[src/design/ssi_pkg.sv]
package ssi_pkg;

    localparam int INDEX_WIDTH = 31;
    localparam int COORD_W     = 16;

    // two radicand bits retire per root step
    localparam int SQ_STEPS = (INDEX_WIDTH + 1) / 2;
    localparam int RAD_W    = 2 * SQ_STEPS;
    localparam int ROOT_W   = SQ_STEPS;
    localparam int REM_W    = ROOT_W + 1;
    localparam int M_W      = ROOT_W + 3;
    localparam int CNT_W    = $clog2(SQ_STEPS);

    typedef struct packed {
        logic [ROOT_W-1:0] root;
        logic [REM_W-1:0]  rem;
    } sq_res_t;

    typedef struct packed {
        logic signed [COORD_W-1:0] row;
        logic signed [COORD_W-1:0] col;
    } coord_t;

endpackage

[src/design/square_spiral_index_to_coord_core.sv]
// Spiral index to (row, col) converter, one item in flight at a time.
// Each index runs through the two-bit-per-cycle square root followed by a
// three-step divide by the ring size.
// A new input beat is taken while the previous result waits in the output register.
// Reset (rst_n, async, active low) empties the pipeline and drops out_valid.
module square_spiral_index_to_coord_core
(
    input  logic                             clk,
    input  logic                             rst_n,
    input  logic                             in_valid,
    output logic                             in_stall,
    input  logic [ssi_pkg::INDEX_WIDTH-1:0]  spiral_index,
    output logic                             out_valid,
    input  logic                             out_stall,
    output logic signed [ssi_pkg::COORD_W-1:0] row,
    output logic signed [ssi_pkg::COORD_W-1:0] col
);

    localparam int INDEX_WIDTH = ssi_pkg::INDEX_WIDTH;
    localparam int RAD_W       = ssi_pkg::RAD_W;
    localparam int COORD_W     = ssi_pkg::COORD_W;

    typedef enum logic [1:0] {ST_IDLE, ST_ROOT, ST_SIDE, ST_HOLD} state_t;

    state_t                     state_reg;
    logic                       center_reg;
    logic                       out_valid_reg;
    logic signed [COORD_W-1:0]  row_reg;
    logic signed [COORD_W-1:0]  col_reg;

    logic                       accept;
    logic                       load_out;
    logic [INDEX_WIDTH-1:0]     idx_m1;
    logic                       sq_done;
    ssi_pkg::sq_res_t           sq_res;
    logic                       sd_start;
    logic                       sd_done;
    ssi_pkg::coord_t            sd_coord;

    assign in_stall = (state_reg != ST_IDLE);
    assign accept   = in_valid && !in_stall;
    assign idx_m1   = spiral_index - INDEX_WIDTH'(1);
    assign sd_start = (state_reg == ST_ROOT) && sq_done;
    assign load_out = (state_reg == ST_HOLD) && (!out_valid_reg || !out_stall);

    ssi_sqrt u_sqrt
    (
        .clk      (clk),
        .rst_n    (rst_n),
        .start    (accept),
        .radicand (RAD_W'(idx_m1)),
        .done     (sq_done),
        .res      (sq_res)
    );

    ssi_side u_side
    (
        .clk    (clk),
        .rst_n  (rst_n),
        .start  (sd_start),
        .center (center_reg),
        .sq     (sq_res),
        .done   (sd_done),
        .coord  (sd_coord)
    );

    always_ff @(posedge clk or negedge rst_n)
    begin
        if (!rst_n)
        begin
            state_reg     <= ST_IDLE;
            out_valid_reg <= 1'b0;
        end
        else
        begin
            if (load_out)
            begin
                out_valid_reg <= 1'b1;
            end
            else if (out_valid_reg && !out_stall)
            begin
                out_valid_reg <= 1'b0;
            end
            case (state_reg)
                ST_IDLE:
                begin
                    if (accept)
                    begin
                        // index 0 and 1 both land on the center
                        center_reg <= (spiral_index < INDEX_WIDTH'(2));
                        state_reg  <= ST_ROOT;
                    end
                end
                ST_ROOT:
                begin
                    if (sq_done)
                    begin
                        state_reg <= ST_SIDE;
                    end
                end
                ST_SIDE:
                begin
                    if (sd_done)
                    begin
                        state_reg <= ST_HOLD;
                    end
                end
                ST_HOLD:
                begin
                    if (load_out)
                    begin
                        row_reg   <= sd_coord.row;
                        col_reg   <= sd_coord.col;
                        state_reg <= ST_IDLE;
                    end
                end
                default:
                begin
                    state_reg <= ST_IDLE;
                end
            endcase
        end
    end

    assign out_valid = out_valid_reg;
    assign row       = row_reg;
    assign col       = col_reg;

`ifndef SYNTH
    a_root_done_state: assert property (@(posedge clk) disable iff (!rst_n)
        sq_done |-> (state_reg == ST_ROOT))
        else $error("root done outside root phase");

    a_side_done_state: assert property (@(posedge clk) disable iff (!rst_n)
        sd_done |-> (state_reg == ST_SIDE))
        else $error("side done outside side phase");

    a_hold_no_overwrite: assert property (@(posedge clk) disable iff (!rst_n)
        (state_reg == ST_HOLD && out_valid_reg && out_stall) |=> (state_reg == ST_HOLD))
        else $error("result overwrote a stalled output beat");
`endif

endmodule

[src/design/ssi_sqrt.sv]
module ssi_sqrt
(
    input  logic                     clk,
    input  logic                     rst_n,
    input  logic                     start,
    input  logic [ssi_pkg::RAD_W-1:0] radicand,
    output logic                     done,
    output ssi_pkg::sq_res_t         res
);

    localparam int ROOT_W = ssi_pkg::ROOT_W;
    localparam int REM_W  = ssi_pkg::REM_W;
    localparam int RAD_W  = ssi_pkg::RAD_W;
    localparam int CNT_W  = ssi_pkg::CNT_W;

    logic [RAD_W-1:0]  rad_reg;
    logic [REM_W-1:0]  rem_reg;
    logic [ROOT_W-1:0] root_reg;
    logic [CNT_W-1:0]  cnt_reg;
    logic              busy_reg;
    logic              done_reg;

    logic [REM_W+1:0]  cand;
    logic [ROOT_W+3:0] trial;
    logic              neg;
    logic              last;

    // next radicand digit joins the partial remainder; try root*4+1
    assign cand  = {rem_reg, rad_reg[RAD_W-1 -: 2]};
    assign trial = {1'b0, cand} - {2'b00, root_reg, 2'b01};
    assign neg   = trial[ROOT_W+3];
    assign last  = (cnt_reg == CNT_W'(ssi_pkg::SQ_STEPS - 1));

    always_ff @(posedge clk or negedge rst_n)
    begin
        if (!rst_n)
        begin
            busy_reg <= 1'b0;
            done_reg <= 1'b0;
            cnt_reg  <= '0;
        end
        else
        begin
            done_reg <= 1'b0;
            if (start)
            begin
                busy_reg <= 1'b1;
                cnt_reg  <= '0;
            end
            else if (busy_reg)
            begin
                cnt_reg <= cnt_reg + CNT_W'(1);
                if (last)
                begin
                    busy_reg <= 1'b0;
                    done_reg <= 1'b1;
                end
            end
        end
    end

    always_ff @(posedge clk)
    begin
        if (start)
        begin
            rad_reg  <= radicand;
            rem_reg  <= '0;
            root_reg <= '0;
        end
        else if (busy_reg)
        begin
            rad_reg  <= {rad_reg[RAD_W-3:0], 2'b00};
            rem_reg  <= neg ? cand[REM_W-1:0] : trial[REM_W-1:0];
            root_reg <= {root_reg[ROOT_W-2:0], ~neg};
        end
    end

    assign done     = done_reg;
    assign res.root = root_reg;
    assign res.rem  = rem_reg;

endmodule

[src/design/ssi_side.sv]
module ssi_side
(
    input  logic             clk,
    input  logic             rst_n,
    input  logic             start,
    input  logic             center,
    input  ssi_pkg::sq_res_t sq,
    output logic             done,
    output ssi_pkg::coord_t  coord
);

    localparam int ROOT_W  = ssi_pkg::ROOT_W;
    localparam int M_W     = ssi_pkg::M_W;
    localparam int COORD_W = ssi_pkg::COORD_W;

    localparam logic [2:0] SIDE_RIGHT  = 3'd0;
    localparam logic [2:0] SIDE_TOP    = 3'd1;
    localparam logic [2:0] SIDE_LEFT   = 3'd2;
    localparam logic [2:0] SIDE_BOTTOM = 3'd3;

    localparam logic [1:0] LAST_STEP = 2'd2;

    typedef enum logic [1:0] {ST_IDLE, ST_DIV, ST_MAP} state_t;

    state_t            state_reg;
    logic [1:0]        step_reg;
    logic [ROOT_W-1:0] ring_reg;
    logic [M_W-1:0]    m_reg;
    logic [M_W-1:0]    dsh_reg;
    logic [2:0]        side_reg;
    logic              center_reg;
    logic              done_reg;
    ssi_pkg::coord_t   coord_reg;

    logic [ROOT_W-1:0] ring_next;
    logic [M_W-1:0]    m_next;
    logic              ge;
    logic [COORD_W-1:0] r16;
    logic [COORD_W-1:0] p16;
    ssi_pkg::coord_t   coord_next;

    // root s of index-1: odd s -> inner side s, even s -> inner side s-1
    assign ring_next = (sq.root >> 1) + ROOT_W'(sq.root[0]);
    assign m_next    = sq.root[0] ? (M_W'(sq.rem) + M_W'(1))
                                  : (M_W'(sq.rem) + M_W'({sq.root, 1'b0}));

    assign ge  = (m_reg >= dsh_reg);
    assign r16 = COORD_W'(ring_reg);
    assign p16 = COORD_W'(m_reg);

    always_comb
    begin
        coord_next.row = '0;
        coord_next.col = '0;
        if (!center_reg)
        begin
            case (side_reg)
                SIDE_RIGHT:
                begin
                    coord_next.col = r16;
                    coord_next.row = p16 - r16;
                end
                SIDE_TOP:
                begin
                    coord_next.row = r16;
                    coord_next.col = r16 - p16;
                end
                SIDE_LEFT:
                begin
                    coord_next.col = -r16;
                    coord_next.row = r16 - p16;
                end
                SIDE_BOTTOM:
                begin
                    coord_next.row = -r16;
                    coord_next.col = p16 - r16;
                end
                default:
                begin
                    // closing corner of the ring
                    coord_next.row = -r16;
                    coord_next.col = r16;
                end
            endcase
        end
    end

    always_ff @(posedge clk or negedge rst_n)
    begin
        if (!rst_n)
        begin
            state_reg <= ST_IDLE;
            step_reg  <= '0;
            done_reg  <= 1'b0;
        end
        else
        begin
            done_reg <= 1'b0;
            case (state_reg)
                ST_IDLE:
                begin
                    if (start)
                    begin
                        ring_reg   <= ring_next;
                        m_reg      <= m_next;
                        dsh_reg    <= {ring_next, 3'b000};
                        side_reg   <= '0;
                        center_reg <= center;
                        step_reg   <= '0;
                        state_reg  <= ST_DIV;
                    end
                end
                ST_DIV:
                begin
                    // restoring divide by 2*ring, three quotient bits
                    if (ge)
                    begin
                        m_reg <= m_reg - dsh_reg;
                    end
                    side_reg <= {side_reg[1:0], ge};
                    dsh_reg  <= dsh_reg >> 1;
                    step_reg <= step_reg + 2'd1;
                    if (step_reg == LAST_STEP)
                    begin
                        state_reg <= ST_MAP;
                    end
                end
                ST_MAP:
                begin
                    coord_reg <= coord_next;
                    done_reg  <= 1'b1;
                    state_reg <= ST_IDLE;
                end
                default:
                begin
                    state_reg <= ST_IDLE;
                end
            endcase
        end
    end

    assign done  = done_reg;
    assign coord = coord_reg;

endmodule
[config.mk]
export PLATFORM = sky130hd
export DESIGN_NAME = square_spiral_index_to_coord_core
export DESIGN_NICKNAME = d
export VERILOG_FILES = /design/src/design/ssi_pkg.sv /design/src/design/square_spiral_index_to_coord_core.sv /design/src/design/ssi_sqrt.sv /design/src/design/ssi_side.sv
export SDC_FILE = /design/constraint.sdc
export NUM_CORES = 1
export LEC_CHECK = 0
export BUFFER_PORTS_ARGS = -buffer_cell sky130_fd_sc_hd__buf_2
export CORE_ASPECT_RATIO = 2
export CORE_MARGIN = 5
export CORE_UTILIZATION = 40
export DETAILED_ROUTE_END_ITERATION = 8
export SLEW_MARGIN = 20
export SYNTH_ARGS = -nofsm -noshare
export SYNTH_HDL_FRONTEND = slang
export SYNTH_SLANG_ARGS = --single-unit
[constraint.sdc]
create_clock -name clk -period 4.42 [get_ports clk]
set_input_delay 0.884 -clock clk [delete_from_list [all_inputs] [get_ports clk]]
set_output_delay 0.884 -clock clk [all_outputs]
set_load 0.01 [all_outputs]
After elaboration in Yosys (flattened, before gate mapping)

Index checks and enable logic that the tools add are counted.

Memory bits (read-only): 0
Memories kept: 0
RAM bits: 0
Bits of input ports: 35
Output and inout port bits: 34
Latch bits: 0
Bits in registers: 202

Equal/unequal tests: 17
Reduce and logical (&&, ||, !) cells: 24
Muxes and demuxes: 33
$add $sub $neg: 11
Bitwise logic cells: 1
Divide/modulo/power cells: 0
Shifts and indexed selects: 0
Multipliers: 0
Magnitude comparators: 2

Operator list:

| kind                                                        | count |
|---|---|
| case mux 32 bit (4 select lines)                            | 1 |
| 2-to-1 mux 19 bit                                           | 4 |
| case mux 19 bit (2 select lines)                            | 2 |
| 2-to-1 mux 31 bit                                           | 2 |
| subtractor 16 bit                                           | 2 |
| less-than comparator 31 x 2 -> 1 bit, second input constant | 1 |
| subtractor 31 x 1 -> 31 bit, second input constant          | 1 |
| subtractor 19 x 18 -> 20 bit                                | 1 |
| greater-or-equal comparator 19 bit                          | 1 |
| subtractor 19 bit                                           | 1 |
| adder 17 x 1 -> 18 bit, second input constant               | 1 |
| adder 17 x 17 -> 18 bit                                     | 1 |
| 2-to-1 mux 17 bit                                           | 1 |
| adder 15 x 1 -> 16 bit                                      | 1 |
| negator 16 bit                                              | 1 |
| 2-to-1 mux 2 bit                                            | 7 |
| AND reduction 3 bit                                         | 4 |
| 2-to-1 mux 1 bit                                            | 9 |
| equality test 2 bit, second input constant                  | 4 |
| 2-to-1 mux 4 bit                                            | 2 |
| inequality test 2 x 1 -> 1 bit, second input constant       | 4 |
| case mux 2 bit (2 select lines)                             | 2 |
| case mux 2 bit (4 select lines)                             | 1 |
| AND reduction 4 bit                                         | 2 |
| other kinds (17)                                            | 32 |

Depth between registers and ports, before layout

Word-level depth: 5
Gate-level depth with buffers: 11
Mapped depth without buffers: 10

Modules after synthesis

From an unflattened synthesis, not the netlist that was laid out.

Cell total of the unflattened synthesis: 1553
Area total of the unflattened synthesis: 14597.8 um^2

By module, submodules not included:

| module                            | times used | area an instance (um^2) | cells each |
|---|---|---|---|
| ssi_side                          | 1          | 8674.6                  | 1028 |
| ssi_sqrt                          | 1          | 4021.4                  | 382 |
| square_spiral_index_to_coord_core | 1          | 1901.8                  | 143 |

Worst setup path before layout

No wires, ideal clock.

Kind: register to register
From: register u_side.m_reg[9]
To: register u_side.m_reg[0], enable pin
Setup time: 0.407 ns
Path slack: 1.252 ns
Arrival time: 2.761 ns
Path buffers: 1
Stages on the path, launching flop included: 10
Cell sequence: edfxtp_1 -> ha_1 -> clkbuf_1 -> and3_1 -> and2_1 -> and3_1 -> o21ai_0 -> a21oi_1 -> o21ai_0 -> a31oi_1

Longest elaborated chain between the ends: 3

RTL lines:

| element                                  | RTL line        | text |
|---|---|---|
| start: declaration                       | ssi_side.sv:28  | `logic [M_W-1:0] m_reg;` |
| start signal: assignment                 | ssi_side.sv:105 | `m_reg <= m_next;` |
| start signal: assignment                 | ssi_side.sv:118 | `m_reg <= m_reg - dsh_reg;` |
| greater-or-equal comparator 19 bit       | ssi_side.sv:47  | `assign ge = (m_reg >= dsh_reg);` |
| inequality test 2 x 1 -> 1 bit (no line) | n/a             |  |
| AND reduction 4 bit (no line)            | n/a             |  |

Every way passes these cells.
A chain may end at the register's enable or synchronous reset.

Worst setup path after layout

From: register u_side.ring_reg[0] (netlist: u_side.r16[0])
To: register u_side.coord_reg, in the netlist u_side.coord[12] (data pin)

Longest elaborated chain between the ends: 2
Elaborated cells between the ends (all ways): 4
Those cells by class: 3 x add/sub; 1 x mux

RTL lines:

| element                                         | RTL line        | text |
|---|---|---|
| start: declaration                              | ssi_side.sv:27  | `logic [ROOT_W-1:0] ring_reg;` |
| start signal: assignment                        | ssi_side.sv:104 | `ring_reg <= ring_next;` |
| subtractor 16 bit, or another cell as far along | ssi_side.sv:76  | `coord_next.col = p16 - r16;` |
| case mux 32 bit (4 select lines) *              | ssi_side.sv:57  | `case (side_reg)` |
| end signal: assignment                          | ssi_side.sv:130 | `coord_reg <= coord_next;` |
| end: declaration                                | ssi_side.sv:33  | `ssi_pkg::coord_t coord_reg;` |

Mark *: on every way between the ends. The rest lies on a longest branch, timed or not.

==> parameters.txt <==
Parameter                              Value

GRT
  Antenna violations before repair    0
  Most congested layer reported by global routing    met2
  Global-route wire length before repair    67,600 µm
  GR Util met2    44.5%
  Aggregate global routing overflow    0
  Met3 capacity usage during global routing    1.94%
  Pin count of the biggest net entering global routing    69
  Vias in the first global route    12,500
  GRT Resource Usage Total    21.5%
  Grt met1 use    18.6%

Floorplanning
  Top-level port count    69
  Effective utilization at floorplan    40.4%
  Core region area    0.0357 mm²
  Area of the die    0.0402 mm²
  Die span in x    144 µm
  Cell Rows    98
  Die height    278 µm

CTS
  # resized after CTS    0
  Hold Buf Count CTS    0
  Number of buffers added for setup after CTS    0
  Longest Clk Path Bufs    3
  Clk Tree Root Cell    sky130_fd_sc_hd__clkbuf_16
  Deepest level of the CTS H-tree    1
  Number of buffers inserted during clock tree synthesis    22
  Clk Latency, worst-skew pair    0.54 ns
  Post-CTS clock slew at the launch and capture registers of the worst setup and hold paths    0.06 ns
  Clock tree from TritonCTS    built
  Sink Count    202

Synth
  Count of cell types in the netlist    86
  Multiplexer share of the synthesized area    3.02%
  Total standard cell area after synthesis    0.0144 mm²
  Seq cells post-synth    202
  Area fraction in and, or, nand and nor cells after synthesis    17.3%
  Post-synthesis compound-gate area fraction    19.8%
  Fraction of the yosys area taken by sequential cells    39.2%
  Post-synthesis cell count    1,606
  Main combinational cell family by area after synthesis    compound AO/OA/AOI/OAI gates
  Adder-cell share of the synthesized area    8.80%
  Async S/R FF share, synth    6.93%
  Average footprint of a synthesized cell    8.97 µm²
  Number of synthesis warnings    0
  Xor/xnor cell area share of the yosys netlist    7.17%
  Syn_nets    1,740
  Main flop type after synthesis    sky130_fd_sc_hd__edfxtp_1
  Post-synth EDFFs    154

Power and ir drop
  Net Switching    815 µW
  Worst ir drop on vdd    300 µV
  Internal power of the cells    3.13 mW
  Power Density    247 mW/mm²
  Post-route total power    3.95 mW
  Logic gate share of total power    1.3%
  Switching fraction of total power    20.6%
  Share of power burned in the clock network    47.7%
  Share of power burned in registers    51.0%
  Leakage Power    6.19 nW

Route
  Total Routed Length    43,800 µm
  TritonRoute pass-1 iters    6
  Wire length per cell after detailed routing    20.7 µm
  Number of DRC violations after detailed-routing iteration 0    618
  Vias    12,300
  Number of nets still failing antenna checks after routing    0
  Per-cell via count in the routed design    5.81
  Residual DRC count    0

Timing
  Setup repair after global routing missed its margin    false
  Transition time at the pin with the least slew margin    1.10 ns
  Final clock period utilization by the worst path    75.9%
  Final total negative setup slack    0 ns
  Peak Freq    0.298 GHz
  Max-slew violations    0
  Final-report hold violation count    0
  Shortest period the worst path allows    3.35 ns
  Setup violation total in the final timing report    0
  Worst slew slack as a fraction of its limit    26.7%
  Setup skew after layout    0.0192 ns

Cells and area
  Synthesis-to-finish area growth    11.1%
  Final net count    1,787
  Number of antenna repair diodes    0
  Share of final-layout standard cells stronger than drive strength 1    9.95%
  Commonest non-fill, non-tap cells in the layout    169 x sky130_fd_sc_hd__nor2_1, 154 x sky130_fd_sc_hd__edfxtp_1, 146 x sky130_fd_sc_hd__nand2_1, 115 x sky130_fd_sc_hd__o21ai_0, 107 x sky130_fd_sc_hd__a21oi_1
  Most common cell after layout, fill and taps aside    sky130_fd_sc_hd__nor2_1

Worst setup path
  Worst Path Arrival    3.73 ns
  Crit-path max cell delay    0.50 ns
  Kind of cell adding the most delay to the critical path    compound AO/OA/AOI/OAI gates
  Crit path buffers/inverters    0
  Required time reported for the critical path endpoint    4.79 ns
  Crit start category    register
  Worst reg2reg setup slack    1.07 ns
  Crit Path Max Fanout    7
  Critical path's slowest cell    sky130_fd_sc_hd__edfxtp_1
  Capturing element type of the critical path    register
  Critical path class    reg2reg
  Crit-path most repeated cell    sky130_fd_sc_hd__a31oi_1
  Worst path cell trace    ha_1 > fa_1 > nor2b_1 > o2111ai_1 > a31oi_1 > o31ai_2 > o21ai_0 > mux2_2 > a31oi_1

Run
  Number of violations of the max-capacitance limit    0

Placed design
  Routability Congestion    0.971
  Detail Placement HPWL    34,700 µm
  Buffers on Ports    68

Run status
  Result of the run    finished, final reports clean

Worst hold path
  Type of the tightest min-delay check    in2async
==> cell type report <==
cell class / count / area, µm²
fill: 3493 / 19700
multi-input combinational: 1226 / 8130
sequential: 202 / 5660
clock buffer: 27 / 569
tap: 450 / 563
timing repair buffer: 97 / 558
inverter: 104 / 390
clock inverter: 12 / 151
==> power groups by stage <==
| stage | Combinational, mW | Sequential (mW) | Clock (mW) |
|---|---|---|---|
| 2_1_floorplan | 0.0176 | 2.06 | 0 |
| 3_3_place_gp | 0.0496 | 2.06 | 0 |
| 3_5_place_dp | 0.0508 | 2.06 | 0 |
| 4_1_cts | 0.0509 | 2.02 | 1.93 |
| 5_1_grt | 0.0556 | 2.01 | 2.02 |
| 6_report | 0.0500 | 2.02 | 1.88 |
==> metrics by stage <==
stage                     util (%)  setup slack, ns  cell area, µm²  cells  hold WS [ns]
after global routing          44.9            0.927           16000   2118         0.282
after floorplan                  -             1.25           14400   1606         0.400
after global placement        42.9             1.17           15300   2079         0.400
final                         44.9             1.07           16000   2118         0.257
after detailed placement      42.9             1.12           15300   2079         0.405
after CTS                     44.9             1.10           16000   2118         0.248
==> path summary, 6_finish.rpt <==
kind,end,cells after the start,from
max reg2reg,u_side.coord[12],9,u_side.r16[0]
min in group clk,col[9],0,u_side.coord[9]
min,u_sqrt.cnt_reg[2],1,rst_n
max,u_side.coord[12],9,u_side.r16[0]
max in group asynchronous,u_side.step_reg[0],1,rst_n
min reg2reg,col[9],0,u_side.coord[9]
==> cells in the mapped netlist (8+ instances only) <==
| library cell | n | area (µm²) |
|---|---|---|
| sky130_fd_sc_hd__dfrtp_1 | 14 | 350 |
| sky130_fd_sc_hd__o211ai_1 | 12 | 90.1 |
| sky130_fd_sc_hd__nand2b_1 | 12 | 75.1 |
| sky130_fd_sc_hd__a31oi_1 | 22 | 138 |
| sky130_fd_sc_hd__nand4_1 | 20 | 125 |
| sky130_fd_sc_hd__a221oi_1 | 11 | 96.3 |
| sky130_fd_sc_hd__mux2i_1 | 39 | 390 |
| sky130_fd_sc_hd__ha_1 | 95 | 1190 |
| sky130_fd_sc_hd__a22oi_1 | 11 | 82.6 |
| sky130_fd_sc_hd__a211oi_1 | 18 | 135 |
| sky130_fd_sc_hd__clkbuf_1 | 60 | 225 |
| sky130_fd_sc_hd__o31ai_1 | 13 | 97.6 |
| sky130_fd_sc_hd__nor2_1 | 169 | 634 |
| sky130_fd_sc_hd__nand3_1 | 35 | 175 |
| sky130_fd_sc_hd__o22ai_1 | 8 | 50.1 |
| sky130_fd_sc_hd__or3_1 | 10 | 62.6 |
| sky130_fd_sc_hd__and2_1 | 14 | 87.6 |
| sky130_fd_sc_hd__buf_1 | 11 | 41.3 |
| sky130_fd_sc_hd__nor4_1 | 8 | 50.1 |
| sky130_fd_sc_hd__nand2_1 | 147 | 552 |
| sky130_fd_sc_hd__o21ai_1 | 8 | 40.0 |
| sky130_fd_sc_hd__nor3_1 | 38 | 190 |
| sky130_fd_sc_hd__xor2_1 | 36 | 315 |
| sky130_fd_sc_hd__and3_1 | 10 | 62.6 |
| sky130_fd_sc_hd__o21a_1 | 13 | 97.6 |
| sky130_fd_sc_hd__a21oi_1 | 108 | 541 |
| sky130_fd_sc_hd__a21o_1 | 21 | 158 |
| sky130_fd_sc_hd__dfxtp_1 | 34 | 681 |
| sky130_fd_sc_hd__xnor2_1 | 82 | 718 |
| sky130_fd_sc_hd__inv_1 | 102 | 383 |
| sky130_fd_sc_hd__nor2b_1 | 15 | 93.8 |
| sky130_fd_sc_hd__o21ai_0 | 115 | 576 |
| sky130_fd_sc_hd__edfxtp_1 | 154 | 4620 |
| sky130_fd_sc_hd__or2_2 | 10 | 62.6 |
==> metal layers <==
metal  up-vias  part of all wire, %
li1       5956                    -
met1      5857                   32
met2       327                   59
met3       161                  2.9
met4         0                  7.0
met5         -                    0
==> cell families after synthesis <==
group | after synthesis
simple gates | 524
compound gates | 442
flops | 202
buf+inv | 178
xor+xnor | 118
fa+ha+maj | 99
mux | 43
(Power assumes the default switching activity.)
